===== src/rtl/b64enc_pkg.sv =====
// package: constants, types and the sextet mapping of the base64 stream encoder
`default_nettype none
package b64enc_pkg;

	localparam int DATA_W = 8;
	localparam int CHAR_W = 8;
	localparam int APB_DW = 32;
	localparam int APB_AW = 4;
	localparam int MAX_CHARS = 4;
	localparam int IDX_W = $clog2(MAX_CHARS);

	localparam logic [CHAR_W-1:0] CHAR_PAD = 8'h3D;
	localparam logic [CHAR_W-1:0] CHAR_CR = 8'h0D;
	localparam logic [CHAR_W-1:0] CHAR_LF = 8'h0A;
	localparam logic [CHAR_W-1:0] CHAR_UPPER_A = 8'h41;
	localparam logic [CHAR_W-1:0] CHAR_LOWER_A = 8'h61;
	localparam logic [CHAR_W-1:0] CHAR_DIGIT_0 = 8'h30;

	localparam logic [CHAR_W-1:0] RST_CHAR62 = 8'd43;
	localparam logic [CHAR_W-1:0] RST_CHAR63 = 8'd47;
	localparam logic RST_PAD_EN = 1'b1;
	localparam logic [CHAR_W-1:0] RST_LINE_LEN = 8'd0;

	typedef enum logic [1:0] {
		REG_CHAR62 = 2'd0,
		REG_CHAR63 = 2'd1,
		REG_PAD_EN = 2'd2,
		REG_LINE_LEN = 2'd3
	} reg_idx_t;

	typedef enum logic [1:0] {
		EMIT_CHAR,
		EMIT_CR,
		EMIT_LF
	} emit_state_t;

	typedef logic [CHAR_W-1:0] char_t;

	function automatic char_t map_sextet(input logic [5:0] v, input char_t c62,
			input char_t c63);
		char_t r;
		if (v < 6'd26) begin
			r = CHAR_UPPER_A + {2'b00, v};
		end else if (v < 6'd52) begin
			r = CHAR_LOWER_A + {2'b00, v - 6'd26};
		end else if (v < 6'd62) begin
			r = CHAR_DIGIT_0 + {2'b00, v - 6'd52};
		end else if (v == 6'd62) begin
			r = c62;
		end else begin
			r = c63;
		end
		return r;
	endfunction

endpackage
`default_nettype wire


===== src/rtl/b64enc_if.sv =====
// stream interfaces: raw byte requests in, encoded character requests out
`default_nettype none
interface b64enc_in_if;
	logic       valid;
	logic       ready;
	logic [7:0] data_byte;
	logic       last_byte;
	modport source (output valid, output data_byte, output last_byte, input ready);
	modport sink (input valid, input data_byte, input last_byte, output ready);
endinterface

interface b64enc_out_if;
	logic       valid;
	logic       ready;
	logic [7:0] out_char;
	logic       out_last;
	modport source (output valid, output out_char, output out_last, input ready);
	modport sink (input valid, input out_char, input out_last, output ready);
endinterface
`default_nettype wire


===== src/rtl/base64_stream_encoder.sv =====
// top level: streaming base64 encoder with configurable 62/63 characters and line wrap
//
//   channel    dir   handshake      payload
//   byte_in    in    valid/ready    data_byte[7:0], last_byte
//   char_out   out   valid/ready    out_char[7:0], out_last
//   apb        in    psel/penable   paddr[3:0], pwdata[31:0] -> prdata[31:0], pready
//
// an accepted byte is mapped to its 1 to 4 characters (data, flush, '=') and written
// into the s1 register; the emitter then sends one character per cycle, while the
// output register is free or being taken, inserting cr lf after each full line
// the next byte is taken in the cycle its predecessor's final character leaves s1
// arst_n clears the group phase, line count and all valid flags; registers go
// to their documented reset values
`default_nettype none
module base64_stream_encoder (
	input  wire                            clk,
	input  wire                            arst_n,
	b64enc_in_if.sink                      byte_in,
	b64enc_out_if.source                   char_out,
	input  wire                            psel,
	input  wire                            penable,
	input  wire                            pwrite,
	input  wire  [b64enc_pkg::APB_AW-1:0]  paddr,
	input  wire  [b64enc_pkg::APB_DW-1:0]  pwdata,
	output logic [b64enc_pkg::APB_DW-1:0]  prdata,
	output logic                           pready
);
	import b64enc_pkg::*;

	// configuration registers
	char_t             char62_q, char63_q, line_len_q;
	logic              pad_en_q;
	reg_idx_t          reg_sel;
	logic              cfg_wr;

	// encoder group state, updated when a byte is taken
	logic [1:0]        phase_q;
	logic [3:0]        leftover_q;

	// s1: characters of one item waiting to be sent
	logic              valid_s1;
	char_t             chars_s1 [MAX_CHARS];
	logic [IDX_W-1:0]  last_idx_s1;
	logic              last_s1;

	// emitter
	emit_state_t       emit_q;
	logic [IDX_W-1:0]  idx_q;
	char_t             line_count_q;

	// output register
	logic              ov_q;
	char_t             ochar_q;
	logic              olast_q;

	// combinational
	char_t             enc_chars [MAX_CHARS];
	logic [IDX_W-1:0]  enc_last_idx;
	logic [1:0]        next_phase;
	logic [3:0]        next_leftover;
	logic              accept;
	logic              advance;
	logic              finish;
	char_t             emit_char;
	logic              emit_last;
	emit_state_t       emit_next;
	logic [IDX_W-1:0]  idx_next;
	char_t             line_count_next;
	char_t             lc_inc;
	logic              wrap;
	logic              final_char;

	// apb register file
	assign pready  = 1'b1;
	assign reg_sel = reg_idx_t'(paddr[3:2]);
	assign cfg_wr  = psel && penable && pwrite;

	always_ff @(posedge clk or negedge arst_n) begin
		if (!arst_n) begin
			char62_q   <= RST_CHAR62;
			char63_q   <= RST_CHAR63;
			pad_en_q   <= RST_PAD_EN;
			line_len_q <= RST_LINE_LEN;
		end else if (cfg_wr) begin
			case (reg_sel)
				REG_CHAR62:   char62_q   <= pwdata[CHAR_W-1:0];
				REG_CHAR63:   char63_q   <= pwdata[CHAR_W-1:0];
				REG_PAD_EN:   pad_en_q   <= pwdata[0];
				REG_LINE_LEN: line_len_q <= pwdata[CHAR_W-1:0];
				default:      ;
			endcase
		end
	end

	always_comb begin
		prdata = '0;
		case (reg_sel)
			REG_CHAR62:   prdata[CHAR_W-1:0] = char62_q;
			REG_CHAR63:   prdata[CHAR_W-1:0] = char63_q;
			REG_PAD_EN:   prdata[0]          = pad_en_q;
			REG_LINE_LEN: prdata[CHAR_W-1:0] = line_len_q;
			default:      prdata             = '0;
		endcase
	end

	// byte to characters, including flush and padding on the final byte
	always_comb begin
		for (int i = 0; i < MAX_CHARS; i++) begin
			enc_chars[i] = CHAR_PAD;
		end
		enc_last_idx  = '0;
		next_phase    = 2'd0;
		next_leftover = 4'd0;
		case (phase_q)
			2'd1: begin
				enc_chars[0]  = map_sextet({leftover_q[1:0], byte_in.data_byte[7:4]},
					char62_q, char63_q);
				next_phase    = 2'd2;
				next_leftover = byte_in.data_byte[3:0];
				if (byte_in.last_byte) begin
					enc_chars[1] = map_sextet({byte_in.data_byte[3:0], 2'b00},
						char62_q, char63_q);
					enc_last_idx = pad_en_q ? IDX_W'(2) : IDX_W'(1);
				end
			end
			2'd2: begin
				enc_chars[0]  = map_sextet({leftover_q, byte_in.data_byte[7:6]},
					char62_q, char63_q);
				enc_chars[1]  = map_sextet(byte_in.data_byte[5:0], char62_q, char63_q);
				enc_last_idx  = IDX_W'(1);
			end
			default: begin
				// phase three never arises and is handled as phase zero
				enc_chars[0]  = map_sextet(byte_in.data_byte[7:2], char62_q, char63_q);
				next_phase    = 2'd1;
				next_leftover = {2'b00, byte_in.data_byte[1:0]};
				if (byte_in.last_byte) begin
					enc_chars[1] = map_sextet({byte_in.data_byte[1:0], 4'b0000},
						char62_q, char63_q);
					enc_last_idx = pad_en_q ? IDX_W'(3) : IDX_W'(1);
				end
			end
		endcase
		if (byte_in.last_byte) begin
			next_phase    = 2'd0;
			next_leftover = 4'd0;
		end
	end

	// emitter: one character, cr or lf per cycle into the output register, while it is free or being taken
	assign advance    = valid_s1 && (!ov_q || char_out.ready);
	assign final_char = (idx_q == last_idx_s1);
	assign lc_inc     = line_count_q + 8'd1;
	assign wrap       = (line_len_q != '0) && (lc_inc >= line_len_q);

	always_comb begin
		emit_char       = chars_s1[idx_q];
		emit_last       = 1'b0;
		emit_next       = emit_q;
		idx_next        = idx_q;
		line_count_next = line_count_q;
		finish          = 1'b0;
		case (emit_q)
			EMIT_CHAR: begin
				if (line_len_q != '0) begin
					line_count_next = lc_inc;
				end
				if (wrap) begin
					line_count_next = '0;
					emit_next       = EMIT_CR;
				end else if (final_char) begin
					emit_last = 1'b1;
					finish    = 1'b1;
					idx_next  = '0;
				end else begin
					idx_next = idx_q + IDX_W'(1);
				end
			end
			EMIT_CR: begin
				emit_char = CHAR_CR;
				emit_next = EMIT_LF;
			end
			EMIT_LF: begin
				emit_char = CHAR_LF;
				emit_next = EMIT_CHAR;
				if (final_char) begin
					emit_last = 1'b1;
					finish    = 1'b1;
					idx_next  = '0;
				end else begin
					idx_next = idx_q + IDX_W'(1);
				end
			end
			default: begin
				emit_next = EMIT_CHAR;
			end
		endcase
		// the message end starts the next line afresh
		if (finish && last_s1) begin
			line_count_next = '0;
		end
	end

	// a new byte enters when s1 is empty or releases its final character now
	assign byte_in.ready = !valid_s1 || (advance && finish);
	assign accept        = byte_in.valid && byte_in.ready;

	always_ff @(posedge clk or negedge arst_n) begin
		if (!arst_n) begin
			phase_q      <= 2'd0;
			leftover_q   <= 4'd0;
			valid_s1     <= 1'b0;
			emit_q       <= EMIT_CHAR;
			idx_q        <= '0;
			line_count_q <= '0;
			ov_q         <= 1'b0;
		end else begin
			if (accept) begin
				phase_q    <= next_phase;
				leftover_q <= next_leftover;
				valid_s1   <= 1'b1;
			end else if (advance && finish) begin
				valid_s1 <= 1'b0;
			end
			if (advance) begin
				emit_q       <= emit_next;
				idx_q        <= idx_next;
				line_count_q <= line_count_next;
				ov_q         <= 1'b1;
			end else if (char_out.ready) begin
				ov_q <= 1'b0;
			end
		end
	end

	// payload registers
	always_ff @(posedge clk) begin
		if (accept) begin
			chars_s1    <= enc_chars;
			last_idx_s1 <= enc_last_idx;
			last_s1     <= byte_in.last_byte;
		end
		if (advance) begin
			ochar_q <= emit_char;
			olast_q <= emit_last;
		end
	end

	assign char_out.valid    = ov_q;
	assign char_out.out_char = ochar_q;
	assign char_out.out_last = olast_q;

endmodule
`default_nettype wire


===== src/flat_wrapper.sv =====
// flat-port wrapper written by rule: the top's interface ports become plain ports
module base64_stream_encoder_flat import b64enc_pkg::*;
  (clk, arst_n, psel, penable, pwrite, paddr, pwdata, prdata, pready, byte_in_valid, byte_in_data_byte, byte_in_last_byte, byte_in_ready, char_out_valid, char_out_out_char, char_out_out_last, char_out_ready);
  b64enc_in_if byte_in_i ();
  b64enc_out_if char_out_i ();
  input  wire clk;
  input  wire arst_n;
  input  wire psel;
  input  wire penable;
  input  wire pwrite;
  input  wire  [b64enc_pkg::APB_AW-1:0] paddr;
  input  wire  [b64enc_pkg::APB_DW-1:0] pwdata;
  output logic [b64enc_pkg::APB_DW-1:0] prdata;
  output logic pready;
  input wire logic [$bits(byte_in_i.valid)-1:0] byte_in_valid;
  input wire logic [$bits(byte_in_i.data_byte)-1:0] byte_in_data_byte;
  input wire logic [$bits(byte_in_i.last_byte)-1:0] byte_in_last_byte;
  output wire logic [$bits(byte_in_i.ready)-1:0] byte_in_ready;
  output wire logic [$bits(char_out_i.valid)-1:0] char_out_valid;
  output wire logic [$bits(char_out_i.out_char)-1:0] char_out_out_char;
  output wire logic [$bits(char_out_i.out_last)-1:0] char_out_out_last;
  input wire logic [$bits(char_out_i.ready)-1:0] char_out_ready;
  assign byte_in_i.valid = byte_in_valid;
  assign byte_in_i.data_byte = byte_in_data_byte;
  assign byte_in_i.last_byte = byte_in_last_byte;
  assign byte_in_ready = byte_in_i.ready;
  assign char_out_valid = char_out_i.valid;
  assign char_out_out_char = char_out_i.out_char;
  assign char_out_out_last = char_out_i.out_last;
  assign char_out_i.ready = char_out_ready;
  base64_stream_encoder u_core (.clk(clk), .arst_n(arst_n), .byte_in(byte_in_i), .char_out(char_out_i), .psel(psel), .penable(penable), .pwrite(pwrite), .paddr(paddr), .pwdata(pwdata), .prdata(prdata), .pready(pready));
endmodule

===== config.mk =====
export PLATFORM = sky130hd
export DESIGN_NAME = base64_stream_encoder_flat
export DESIGN_NICKNAME = d
export VERILOG_FILES = /design/src/rtl/b64enc_pkg.sv /design/src/rtl/b64enc_if.sv /design/src/rtl/base64_stream_encoder.sv /design/src/flat_wrapper.sv
export SDC_FILE = /design/constraint.sdc
export NUM_CORES = 1
export LEC_CHECK = 0
export BUFFER_PORTS_ARGS = -buffer_cell sky130_fd_sc_hd__buf_2
export CORE_ASPECT_RATIO = 1.5
export CORE_MARGIN = 2
export CORE_UTILIZATION = 35
export CTS_BUF_LIST = sky130_fd_sc_hd__clkbuf_4
export CTS_CLUSTER_DIAMETER = 40
export CTS_CLUSTER_SIZE = 40
export DETAILED_ROUTE_END_ITERATION = 10
export SYNTH_ARGS = -nofsm -noshare
export SYNTH_HDL_FRONTEND = slang
export SYNTH_SLANG_ARGS = --single-unit

===== constraint.sdc =====
create_clock -name clk -period 7.3 [get_ports clk]
set_clock_uncertainty 0.15 [all_clocks]
set_input_delay 0 -clock clk [delete_from_list [all_inputs] [get_ports clk]]
set_output_delay 0 -clock clk [all_outputs]
set_load 0.1 [all_outputs]

# Word level (Yosys, flattened, before mapping)
# Index checks and enable logic that the tools add are counted.
# op_classes
reduce_logical	26
bitwise	1
n_addsub	32
n_lt_le_gt_ge	20
muxes	56
n_eq_ne	14
# op_table
operator	count
2-to-1 mux 8 bit	30
adder 7 x 6 -> 8 bit, first input constant	12
less-than comparator 6 bit, second input constant	12
adder 6 x 6 -> 7 bit, first input constant	6
less-than comparator 6 x 5 -> 1 bit, second input constant	6
subtractor 6 x 5 -> 6 bit, second input constant	6
subtractor 6 bit, second input constant	6
one-hot mux 16 bit (2 select lines)	1
equality test 6 bit, second input constant	4
one-hot mux 7 bit (3 select lines)	1
binary-select mux 8 bit (select 2 bit)	1
2-to-1 mux 2 bit	8
one-hot mux 2 bit (2 select lines)	4
one-hot mux 8 bit (2 select lines)	1
AND reduction 2 bit	5
adder 8 x 1 -> 8 bit, second input constant	1
equality test 2 bit, second input constant	4
greater-or-equal comparator 8 bit	1
one-hot mux 4 bit (2 select lines)	1
nonzero test 2 bit	4
nonzero test 8 bit	1
logical AND 1 bit	7
equality test 2 x 1 -> 1 bit, second input constant	3
2-to-1 mux 1 bit	6
14 further kinds	18
# word_totals
in_bits	52
output_inout_bits	44
reg_bits	73
wordCells	166

# Depth between registers and ports, before layout
# Gate-level depths: netlist of run 1.
# depth
word_depth	9
mapped_depth	11
mapped_depth_nobuf	11

# Least setup slack after synthesis of run 1
# No wires, ideal clock.
# synth_path
path_kind	register to register
from	register u_core.line_count_q[2]
to	register u_core.valid_s1
setup_ns	0.231
t_required_ns	6.919
path_stages_with_launch	12
path_slack_ns	2.780
path_buffers	0
t_arrival_ns	4.139
period_less_slack_ns	4.520
cell_sequence	dfrtp_1 > and3_1 > nand3_1 > nor2_1 > xor2_1 > ha_1 > a21oi_1 > o21a_1 > o32a_2 > a21oi_2 > o21ai_0 > nand2b_1
# synth_via
elab_chain_cells	9
word_cells_on_any_way	10
cone_classes	1 x add/sub; 1 x order compare; 3 x mux; 5 x reduce/logical
# synth_rtl
element	line	rtl
start, declared	base64_stream_encoder.sv:49	char_t line_count_q;
start signal, assigned	base64_stream_encoder.sv:228	line_count_q <= line_count_next;
adder 8 x 1 -> 8 bit (*)	base64_stream_encoder.sv:153	assign lc_inc = line_count_q + 8'd1;
greater-or-equal comparator 8 bit (*)	base64_stream_encoder.sv:154	assign wrap = (line_len_q != '0) && (lc_inc >= line_len_q);
logical AND 1 bit (*)	base64_stream_encoder.sv:154	
2-to-1 mux 1 bit (*)	base64_stream_encoder.sv:168	if (wrap) begin
one-hot mux 1 bit (2 select lines) (*)	base64_stream_encoder.sv:163	case (emit_q)
logical AND 1 bit (*)	base64_stream_encoder.sv:205	assign byte_in.ready = !valid_s1 || (advance && finish);
logical OR 1 bit (*)	base64_stream_encoder.sv:205	
net byte_in_ready	flat_wrapper.sv:18	output wire logic [$bits(byte_in_i.ready)-1:0] byte_in_ready;
logical AND 1 bit (*)	base64_stream_encoder.sv:206	assign accept = byte_in.valid && byte_in.ready;
2-to-1 mux 1 bit or nonzero test 2 bit (tied branches)	--	
end signal, assigned	base64_stream_encoder.sv:212	valid_s1 <= 1'b0;
end signal, assigned	base64_stream_encoder.sv:221	valid_s1 <= 1'b1;
end signal, assigned	base64_stream_encoder.sv:223	valid_s1 <= 1'b0;
end, declared	base64_stream_encoder.sv:41	logic valid_s1;
# The timed path passes the listed nets; every way through them passes the cells marked *.
# A chain may end at the register's enable or synchronous reset.

# Worst setup path in the final report of run 1
# layout_path
from	register u_core.line_count_q[0]
to	output port byte_in_ready
# layout_via
elab_chain_cells	7
# layout_rtl
element	line
adder 8 x 1 -> 8 bit	base64_stream_encoder.sv:153
greater-or-equal comparator 8 bit	base64_stream_encoder.sv:154
logical AND 1 bit	base64_stream_encoder.sv:154
2-to-1 mux 1 bit	base64_stream_encoder.sv:168
one-hot mux 1 bit (2 select lines)	base64_stream_encoder.sv:163
logical AND 1 bit	base64_stream_encoder.sv:205
logical OR 1 bit	base64_stream_encoder.sv:205
end, declared	flat_wrapper.sv:18
# No other way between the ends.

==> impl_metrics.csv, run 1 <==
group,metric,value,unit
cts,clkTransAtPathRegs,120,ps
setup_path,critical_path.max_fanout,5,
route,ant_nets,0,
sta,hold-worst-slack,23.5,ps
synthesis,synth_warnings,0,
synthesis,synth_top_area_frac,0.131,
final_layout,final_cell_mix,"68 x nand2_1, 56 x ha_1, 44 x buf_2, 41 x a21oi_1, 40 x o21ai_0",
place,dp.cells,998,
cts,cts-root-buf,"clkbuf_4",
global_routing,grt_pass1_vias,5404,
cts,clock_latency,440,ps
global_routing,grt_max_degree,46,
sta,rsz0062_at_grt,"no",
cts,htreeDepth,3,
sta,setup_tns,0,ps
setup_path,critical_path.startpoint,"u_core.line_count_q[0]",
setup_path,critPathKind,"flip-flop to primary output",
setup_path,r2r_start,"u_core.line_count_q[0]",
place,place.gp.congestion,0.913,
sta,tightest_slew,1090,ps
cts,clockBufferDepth,2,
cts,cts_tree,"built",
final_layout,area_delta_synth_final,8.55,%
setup_path,reg2regPathDepth,10,
place,port_buffers,44,
floorplan,ios,96,
sta,fmax,285,MHz
synthesis,ys_seq_area_frac,0.295,
synthesis,synth_area,6700,µm²
route,avgRoutedWirePerCell,17.4,µm
final_layout,drive_gt1_frac,0.154,
synthesis,synth_edf_count,28,
place,dp_slack,3820,ps
synthesis,ys.flop_type,"dfrtp_1",
floorplan,fp.dieW,117,µm
route,drc,0,
floorplan,floorplan.die_area,20300,µm²
floorplan,core,19000,µm²
synthesis,synth_top_cell_by_area,"dfrtp_1",
sta,period_share,0.481,
final_layout,nets,877,
global_routing,grt-ovfl-total,0,
sta,fin_ws,3790,ps
setup_path,start_kind,"flip-flop",
cts,ctsResizeCount,0,
sta,finalSetupViolCount,0,
synthesis,synthArstFlopShare,0.616,
cts,clock_sinks,73,
sta,finalCriticalPeriod,3510,ps
setup_path,critical_path.endpoint,"byte_in_ready",
floorplan,fp-row-count,62,
run,max_cap_violations,0,
floorplan,die_h,174,µm
power_and_ir_drop,power_leakage,3.03,nW
min_path,hp-class,"primary input to flip-flop",
sta,slew_headroom,0.277,
setup_path,rrSetupSlack,3800,ps
synthesis,synth_seq_cells,73,
route,vias,5622,
floorplan,initial_core_util,0.353,
cts,post-cts-setup-buffers,0,
final_layout,final_common_cell,"nand2_1",
place,hpwl,13800,µm
setup_path,required,7150,ps
cts,numCtsBuffers,9,
route,vias_per_cell,5.45,
synthesis,netlist_instances,741,
synthesis,synthTopCellsByArea,"dfrtp_1 13%, edfxtp_1 13%, ha_1 10%",
status,status,"finished clean",
sta,finalMaxSlewViolations,0,
sta,final_hold_viol_count,0,
power_and_ir_drop,peakVddDrop,0.123,mV
synthesis,synth_cell_types,74,
synthesis,postSynthAreaPerCell,9.05,µm²
setup_path,worst_r2r_endpoint,"u_core.chars_s1[22]",
global_routing,grt_usage,0.179,
final_layout,instances_no_fill,1031,
route,first_pass_iters,5,
global_routing,antenna_found_initial,1,
route,drt-initial-drc-count,435,
route,wirelength,18000,µm
setup_path,critPathArrivalTime,3360,ps
setup_path,crit_path_end_kind,"primary output",
global_routing,grt_first_pass_wirelength,28400,µm
power_and_ir_drop,p_per_area,324,nW/µm²
cts,ctsHoldBuffers,16,
## metrics by stage
stage | total power, W | util | area (µm²)
CTS | 0.00236 | 0.383 | 7270
finish | 0.00236 | 0.383 | 7280
floorplan | 0.00180 | - | 6790
global route | 0.00252 | 0.383 | 7280
global placement | 0.00208 | 0.367 | 6980
detailed placement | 0.00209 | 0.367 | 6980
## area by class of cell
class                   instances  area (µm²)
well taps                     256         320
fillers                      1936       11700
diodes                          1        2.50
inverters                      30         113
clock buffers                  10        75.1
flip-flops and latches         73        1980
clock inverters                 6        60.1
multi-input cells             594        4340
repair buffers                 61         388
## registers in the layout, summed over array words and instances, names as in the netlist
signal                    cells
u_core.emit_q                 2
u_core.last_s1                1
u_core.chars_s1              16
u_core.line_len_q             8
u_core.valid_s1               1
u_core.phase_q                2
u_core.leftover_q             4
u_core.char63_q               8
u_core.line_count_q           8
u_core.idx_q                  2
u_core.pad_en_q               1
u_core.char62_q               8
u_core.char_out.valid         1
u_core.last_idx_s1            2
u_core.char_out.out_last      1
u_core.char_out.out_char      8
## critical path: stages (launching register included)
cell and delay [ps]:
dfrtp_1 440, and3_1 270, nand3_1 190, nor2_1 180
xor2_1 200, ha_1 290, a21oi_1 170, o21a_1 150
o32a_2 210, a21oi_2 100, o21ai_0 250, buf_2 470
## cells by family (layout without fill, tap and decap cells)
| group | after synthesis | count (layout) | synth area share |
|---|---|---|---|
| adders and majority gates | 56 | 56 | 0.105 |
| DFF | 73 | 73 | 0.295 |
| and+or+nand+nor | 199 | 199 | 0.147 |
| AOI/OAI and AO/OA | 189 | 189 | 0.194 |
| buffers and inverters | 97 | 107 | 0.0704 |
| xor gates and xnor gates | 56 | 56 | 0.0732 |
| other | 2 | 26 | 0.00112 |
| muxes | 69 | 69 | 0.114 |
## cells in the mapped netlist (3+ instances only)
master and n:
nand2_1 68, buf_2 8, dfrtp_1 35, nor2_1 25
a21oi_1 41, mux2_2 35, xnor2_1 37, nand4_1 8
nand3_1 22, o22ai_1 3, and2_1 3, a21o_1 10
nor3_1 16, nor2b_1 30, o311ai_0 6, a22o_1 6
dfstp_2 10, xor2_1 19, edfxtp_1 28, o211ai_1 6
nand2b_1 9, a211oi_1 27, nand3b_1 3, inv_1 28
a2111oi_0 4, o21ai_0 40, a41oi_1 4, a31oi_1 5
o21bai_1 3, clkbuf_1 31, mux2_4 4, mux2i_1 29
o21a_1 5, ha_1 56, buf_4 26
## per-layer routing
metal  part of all wire  vias up  wire length [µm]  track usage
li1                   -     2693                 -            -
met1               0.38     2700              6850        0.199
met2               0.53      183              9530        0.326
met3              0.038       46               690       0.0217
met4              0.051        0               913       0.0882
met5                  0        -                 0            0
## where the power goes
part	total (W)	switching [W]	leakage, nW	internal [W]
clock	0.000251	0.000144	0.0738	0.000107
combinational	0.00136	0.000917	2.16	0.000447
sequential	0.000745	0.000151	0.799	0.000594
total	0.00236	0.00121	3.03	0.00115
## how the worst min path moves through the flow
stage          startpoint                 end  slack [ps]  cells after the start
2_1_floorplan      arst_n  u_core.char62_q[2]        -450                      0
3_3_place_gp       arst_n  u_core.char62_q[6]          90                      1
3_5_place_dp       arst_n  u_core.char62_q[6]          80                      1
4_1_cts           penable     u_core.pad_en_q          10                      5
5_1_grt           penable     u_core.pad_en_q          40                      5
6_report          penable     u_core.pad_en_q          20                      5
Note: power is estimated with default switching activity, not from simulation.
==> run 2: changes to the inputs <==
--- a/config.mk
+++ b/config.mk
@@ -5,6 +5,7 @@
 export SDC_FILE = /design/constraint.sdc
 export NUM_CORES = 1
 export LEC_CHECK = 0
+export ABC_AREA = 1
 export BUFFER_PORTS_ARGS = -buffer_cell sky130_fd_sc_hd__buf_2
 export CORE_ASPECT_RATIO = 1.5
 export CORE_MARGIN = 2
==> constraint.sdc (replaced) <==
create_clock -name clk -period 2.95 [get_ports clk]
set_clock_uncertainty 0.15 [all_clocks]
set_input_delay 0 -clock clk [delete_from_list [all_inputs] [get_ports clk]]
set_output_delay 0 -clock clk [all_outputs]
set_load 0.1 [all_outputs]
==> run 2 against run 1 <==
  * The run now ends with negative setup slack left
  * Power increased to 2.6 times the previous value
  * Utilization rose by 3.6 points
  * Cell area increased by 7.1%
  * Cell count is 26% higher
  * Synthesized area decreased by 0.24%
  * Register-to-register slack lost 3800 ps
  * Sequential power rose by 130%
  * Via count up 17%
  * Clock power rose to 2.8 times the previous value
==> impl_metrics.csv, run 2 <==
group,metric,value,unit
status,status,"finished, violations left",
status,violations,"negative setup slack",
final_layout,top_register,"u_core.chars_s1",
sta,fmax,335,MHz
setup_path,required,2970,ps
route,ant_nets,0,
route,drc,0,
power_and_ir_drop,seqPwrFrac,0.284,
final_layout,regArea,1980,µm²
global_routing,grt_first_pass_wirelength,32500,µm
synthesis,synth_seq_cells,73,
min_path,hp-class,"primary input to flip-flop",
cts,htreeDepth,3,
cts,cts-root-buf,"clkbuf_4",
sta,fin_ws,-38.5,ps
synthesis,synth_warnings,0,
floorplan,die_h,173,µm
route,drt-initial-drc-count,527,
route,vias,6551,
power_and_ir_drop,p_per_area,773,nW/µm²
final_layout,largest_reg_flops,16,
power_and_ir_drop,intPower,0.00291,W
setup_path,crit_path_end_kind,"flip-flop",
final_layout,area_delta_synth_final,16.5,%
run,max_cap_violations,0,
floorplan,ios,96,
sta,tightest_slew,1100,ps
final_layout,drive_gt1_frac,0.145,
global_routing,grt_usage,0.207,
setup_path,critPathArrivalTime,3000,ps
cts,clkTransAtPathRegs,130,ps
sta,rsz0062_at_grt,"yes",
synthesis,synth_top_area_frac,0.131,
power_and_ir_drop,power.share.switching,0.516,
sta,period_share,1.01,
synthesis,synth_common_cells,"226 x nand2_1, 122 x inv_1, 96 x o21ai_0, 73 x a21oi_1, 68 x nor2_1",
route,first_pass_iters,5,
place,place.gp.congestion,0.963,
route,vias_per_cell,5.04,
sta,setup_tns,-366,ps
synthesis,synth_cell_types,49,
global_routing,grt_max_degree,46,
final_layout,final_common_cell,"nand2_1",
cts,clock_latency,430,ps
setup_path,critical_path.max_fanout,4,
synthesis,synthArstFlopShare,0.616,
route,wirelength,20700,µm
power_and_ir_drop,peakVddDrop,0.262,mV
synthesis,postSynthAreaPerCell,6.99,µm²
final_layout,nets,1150,
floorplan,floorplan.die_area,20300,µm²
route,avgRoutedWirePerCell,15.9,µm
cts,cts_tree,"built",
place,dp_slack,67.3,ps
place,port_buffers,44,
final_layout,multi_input_comb_area,4090,µm²
sta,finalSetupViolCount,19,
setup_path,critPathKind,"flip-flop to flip-flop",
cts,clockBufferDepth,2,
power_and_ir_drop,combPwrFrac,0.598,
synthesis,synthTopCellsByArea,"dfrtp_1 13%, nand2_1 13%, edfxtp_1 13%",
global_routing,grt-ovfl-total,0,
sta,finalMaxSlewViolations,0,
synthesis,synth_top_cell_by_area,"dfrtp_1",
sta,slew_headroom,0.270,
global_routing,grt_pass1_vias,6170,
global_routing,antenna_found_initial,1,
setup_path,start_kind,"flip-flop",
power_and_ir_drop,power_leakage,3.73,nW
synthesis,netlist_instances,957,
floorplan,initial_core_util,0.359,
power_and_ir_drop,clkPwrFrac,0.118,
power_and_ir_drop,p_sw,0.00311,W
floorplan,fp-row-count,61,
synthesis,synth_most_common_cell,"nand2_1",
sta,finalCriticalPeriod,2990,ps
power_and_ir_drop,total_power,0.00602,W
cts,clock_sinks,73,
sta,final_hold_viol_count,0,
synthesis,synth_edf_count,28,
synthesis,synth_area,6690,µm²
place,hpwl,16100,µm
synthesis,ys.flop_type,"dfrtp_1",
cts,numCtsBuffers,9,
synthesis,ys_seq_area_frac,0.296,
floorplan,fp.dieW,117,µm
final_layout,final_cell_mix,"221 x nand2_1, 121 x inv_1, 96 x o21ai_0, 72 x a21oi_1, 67 x nor2_1",
floorplan,core,18600,µm²
final_layout,fillers,1984,
==> run 2: cell count changes after synthesis, moves of 29 or more <==
| cell | change |
|---|---|
| xnor2_1 | -32 |
| nor2b_1 | -30 |
| inv_1 | +94 |
| nor2_1 | +43 |
| nand2_1 | +158 |
| mux2i_1 | -29 |
| mux2_2 | -35 |
| a21oi_1 | +32 |
| o21ai_0 | +56 |
==> run 2: cell families (layout without fill, tap and decap cells) <==
family,count (synthesis),after routing,synth area share
buffers and inverters,182,249,0.119
AOI/OAI and AO/OA,227,227,0.191
xor gates and xnor gates,33,33,0.0443
DFF,73,73,0.296
adders and majority gates,56,56,0.105
and+or+nand+nor,384,384,0.244
other,2,26,0.00112
==> run 2: power by group through the flow <==
stage / Combinational (W) / Sequential [W] / Clock (W)
6_report: 0.00360 / 0.00171 / 0.000712
2_1_floorplan: 0.00210 / 0.00214 / 0
3_3_place_gp: 0.00340 / 0.00173 / 0
5_1_grt: 0.00396 / 0.00175 / 0.000770
4_1_cts: 0.00356 / 0.00171 / 0.000729
3_5_place_dp: 0.00341 / 0.00173 / 0
==> run 2: cell type report <==
type                    count  share of cell area
inverters                 134              0.0650
clock buffers              11              0.0106
well taps                 252              0.0405
flip-flops and latches     73               0.254
diodes                      1            0.000321
clock inverters             5             0.00915
multi-input cells         725               0.525
repair buffers             99              0.0957
==> run 2: per-stage QoR <==
stage | cells | util | area (µm²) | hold slack (ps)
after global placement | 1252 | 0.391 | 7280 | 113
after CTS | 1294 | 0.415 | 7740 | 22.2
after detailed placement | 1252 | 0.391 | 7280 | 122
final | 1300 | 0.419 | 7790 | 44.4
after floorplan | 980 | - | 6830 | -446
after global routing | 1300 | 0.419 | 7790 | 57.0
==> run 2: timing repair <==
item / 4_1_cts / 5_1_grt
hold buffers: 18 / 0
cloned: 1 / 1
hold endpoints to repair: 75 / 0
setup buffers: 7 / 5
resized for setup: 9 / 5
pin swaps: 11 / 9
setup endpoints to repair: 1 / 34
==> run 2: routing by layer <==
metal / GRT usage / part of all wire
met3: 0.0217 / 0.036
met1: 0.224 / 0.38
met5: 0 / 0
met2: 0.380 / 0.52
met4: 0.117 / 0.062
==> run 2: worst max-delay path, cell delays in order, from the launching register on <==
cell and delay (ps):
dfrtp_1 410, nand3_2 110, nor3b_2 230, nand2_1 90
xor2_1 170, inv_1 100, ha_4 250, a21oi_2 110
o21a_1 140, nand2_2 50, nand2_2 60, nand2_2 60
nand2_2 80, nand3_4 100, nand2_8 110, buf_6 110
nand2_8 50, clkinvlp_4 80, buf_6 120, clkbuf_16 130
==> run 2: path summary, 6_finish.rpt <==
kind / from / to / slack, ps / cells after the start
hold reg to reg: u_core.line_len_q[4] / u_core.line_len_q[4] / 350 / 2
setup reg to reg: u_core.line_count_q[1] / u_core.chars_s1[23] / -40 / 19
max in group asynchronous: arst_n / u_core.idx_q[0] / 1810 / 2
hold / removal: byte_in_data_byte[3] / u_core.leftover_q[3] / 40 / 5
setup / recovery: u_core.line_count_q[1] / u_core.chars_s1[23] / -40 / 19
min in group asynchronous: arst_n / u_core.char62_q[7] / 140 / 2
==> run 3: changes to the inputs <==
--- a/config.mk
+++ b/config.mk
@@ -5,13 +5,11 @@
 export SDC_FILE = /design/constraint.sdc
 export NUM_CORES = 1
 export LEC_CHECK = 0
-export ABC_AREA = 1
 export BUFFER_PORTS_ARGS = -buffer_cell sky130_fd_sc_hd__buf_2
 export CORE_ASPECT_RATIO = 1.5
 export CORE_MARGIN = 2
 export CORE_UTILIZATION = 35
 export CTS_BUF_LIST = sky130_fd_sc_hd__clkbuf_4
-export CTS_CLUSTER_DIAMETER = 40
 export CTS_CLUSTER_SIZE = 40
 export DETAILED_ROUTE_END_ITERATION = 10
 export SYNTH_ARGS = -nofsm -noshare
==> constraint.sdc (replaced) <==
create_clock -name clk -period 2.7 [get_ports clk]
set_clock_uncertainty 0.15 [all_clocks]
set_input_delay 0 -clock clk [delete_from_list [all_inputs] [get_ports clk]]
set_output_delay 0 -clock clk [all_outputs]
set_load 0.1 [all_outputs]
==> run 3 against run 2 <==
  * The flow still finishes with violations (negative setup slack)
  * Hold slack worse by 2.5 ps
  * Cell area is 6.3% higher
  * Sequential share of layout area is 1.5 points lower
  * Flip-flop and latch count stayed put
  * Cell count is 14% lower
  * Sequential power is 13% higher
  * Combinational power is 27% higher
  * Global-route usage is 1.2 points lower
  * Largest cell class unchanged
  * Die area is 0.23% higher
==> impl_metrics.csv, run 3 (same netlist as run 1, synthesis figures left out) <==
group,metric,value,unit
status,status,"finished, violations left",
status,violations,"negative setup slack",
final_layout,top_register,"u_core.chars_s1",
sta,slew_headroom,0.328,
route,drc,0,
power_and_ir_drop,peakVddDrop,0.286,mV
setup_path,critPathMaxStageDelay,430,ps
setup_path,start_kind,"flip-flop",
sta,rsz0062_at_grt,"yes",
final_layout,nets,970,
power_and_ir_drop,power_leakage,3.53,nW
final_layout,utilization,0.436,
global_routing,grt_usage,0.195,
floorplan,ios,96,
floorplan,fp-row-count,62,
run,max_cap_violations,0,
route,first_pass_iters,5,
global_routing,grt_max_degree,46,
cts,htreeDepth,3,
final_layout,final_common_cell,"buf_4",
sta,finalSetupViolCount,38,
power_and_ir_drop,p_per_area,884,nW/µm²
floorplan,floorplan.die_area,20300,µm²
global_routing,grt_first_pass_wirelength,30500,µm
final_layout,final_cell_mix,"83 x buf_4, 68 x nand2_1, 54 x ha_1, 43 x buf_2, 39 x a21oi_1",
sta,tightest_slew,1010,ps
global_routing,use_met3,0.0220,
sta,setup_tns,-7580,ps
sta,fin_ws,-254,ps
global_routing,grt-ovfl-total,0,
final_layout,area_delta_synth_final,23.6,%
route,avgRoutedWirePerCell,17.5,µm
sta,finalCriticalPeriod,2950,ps
setup_path,required,2750,ps
route,vias,5991,
cts,clock_latency,440,ps
route,vias_per_cell,5.33,
setup_path,critPathArrivalTime,3010,ps
setup_path,critical_path.max_fanout,5,
sta,period_share,1.09,
final_layout,largest_reg_flops,16,
place,place.gp.congestion,0.945,
floorplan,die_h,174,µm
floorplan,initial_core_util,0.353,
final_layout,regArea,1980,µm²
sta,fmax,339,MHz
setup_path,cp_cell_sequence,"and3_4 > nand3_4 > buf_6 > xnor2_2 > ha_1 > nand4_1 > o32a_4 > a21oi_4 > a2bb2oi_4 > clkinvlp_4 > clkbuf_16",
final_layout,multi_input_comb_area,4530,µm²
setup_path,crit_path_end_kind,"flip-flop",
floorplan,core,19000,µm²
place,hpwl,15500,µm
global_routing,grt_pass1_vias,5774,
setup_path,critical_path_buf_inv_count,3,
global_routing,use_met1,0.208,
cts,numCtsBuffers,9,
cts,clkTransAtPathRegs,130,ps
place,dp_slack,-85.0,ps
final_layout,drive_gt1_frac,0.277,
global_routing,antenna_found_initial,1,
sta,final_hold_viol_count,0,
route,ant_nets,0,
place,port_buffers,44,
power_and_ir_drop,total_power,0.00732,W
cts,clockBufferDepth,2,
floorplan,fp.dieW,117,µm
cts,cts-root-buf,"clkbuf_4",
global_routing,grt_use_met2,0.361,
cts,clock_sinks,73,
setup_path,critical_path.top_delay_family,"compound AO/OA/AOI/OAI gates",
min_path,hp-class,"primary input to flip-flop",
final_layout,fillers,1874,
route,wirelength,19700,µm
setup_path,crit_slowest_cell,"dfrtp_1",
sta,finalMaxSlewViolations,0,
cts,cts_tree,"built",
sta,hold-worst-slack,42.0,ps
setup_path,critPathKind,"flip-flop to flip-flop",
route,drt-initial-drc-count,477,
global_routing,top_usage_layer,"met2",
-- run 3: changes by cell type in the layout (fill, tap and decap cells not counted), sizes merged, moves of 30 or more --
cell / previous run / this run
o21ai: 108 / 41
mux2: 0 / 39
nand2: 230 / 68
buf: 80 / 137
nor2: 75 / 26
xnor2: 5 / 37
nor2b: 0 / 30
inv: 131 / 31
a21oi: 76 / 42
-- run 3: timing repair --
item	in CTS	in global routing
gates cloned	1	1
setup buffers	7	4
hold buffers	16	0
endpoints found under the hold margin	90	0
setup endpoints to repair	36	42
resized for setup	18	24
pin swaps	11	11
-- run 3: metal layers --
metal	part of all wire	routed length (µm)
met1	0.37	7190
met2	0.54	10600
met3	0.039	766
met4	0.059	1160
met5	0	0
-- run 3: power breakdown --
group | switching, W | total [W] | leakage, nW | internal [W]
Sequential | 0.000327 | 0.00194 | 0.796 | 0.00161
Clock | 0.000417 | 0.000805 | 0.0932 | 0.000387
Combinational | 0.00283 | 0.00458 | 2.64 | 0.00176
Total | 0.00357 | 0.00732 | 3.53 | 0.00375
-- run 3: worst paths after layout --
path	from	end	slack [ps]	cells past startpoint
setup / recovery	u_core.line_count_q[1]	u_core.chars_s1[28]	-250	11
max in group asynchronous	arst_n	u_core.leftover_q[1]	1590	2
hold reg to reg	u_core.chars_s1[27]	u_core.char_out.out_char[3]	400	2
setup reg to reg	u_core.line_count_q[1]	u_core.chars_s1[28]	-250	11
min in group asynchronous	arst_n	u_core.char62_q[7]	100	2
hold / removal	paddr[2]	u_core.pad_en_q	40	4
-- run 3: area by class of cell --
| cell class | count | share of cell area |
|---|---|---|
| antenna | 1 | 0.000302 |
| clock buffer | 9 | 0.00816 |
| clock inverter | 7 | 0.0122 |
| inverter | 30 | 0.0140 |
| multi-input combinational | 594 | 0.547 |
| sequential | 73 | 0.239 |
| tap | 256 | 0.0387 |
| timing repair buffer | 154 | 0.141 |
-- run 3: metrics by stage --
stage          cells  cell area (µm²)
4_1_cts         1119             8160
5_1_grt         1124             8280
2_1_floorplan    764             6860
3_5_place_dp    1079             7700
6_report        1124             8280
3_3_place_gp    1079             7700
-- run 3: worst min-delay path, delay by kind of cell --
family / cells / cell delay, ps
AND/OR/NAND/NOR: 2 / 160
buffers and inverters: 1 / 290
multiplexers: 1 / 140
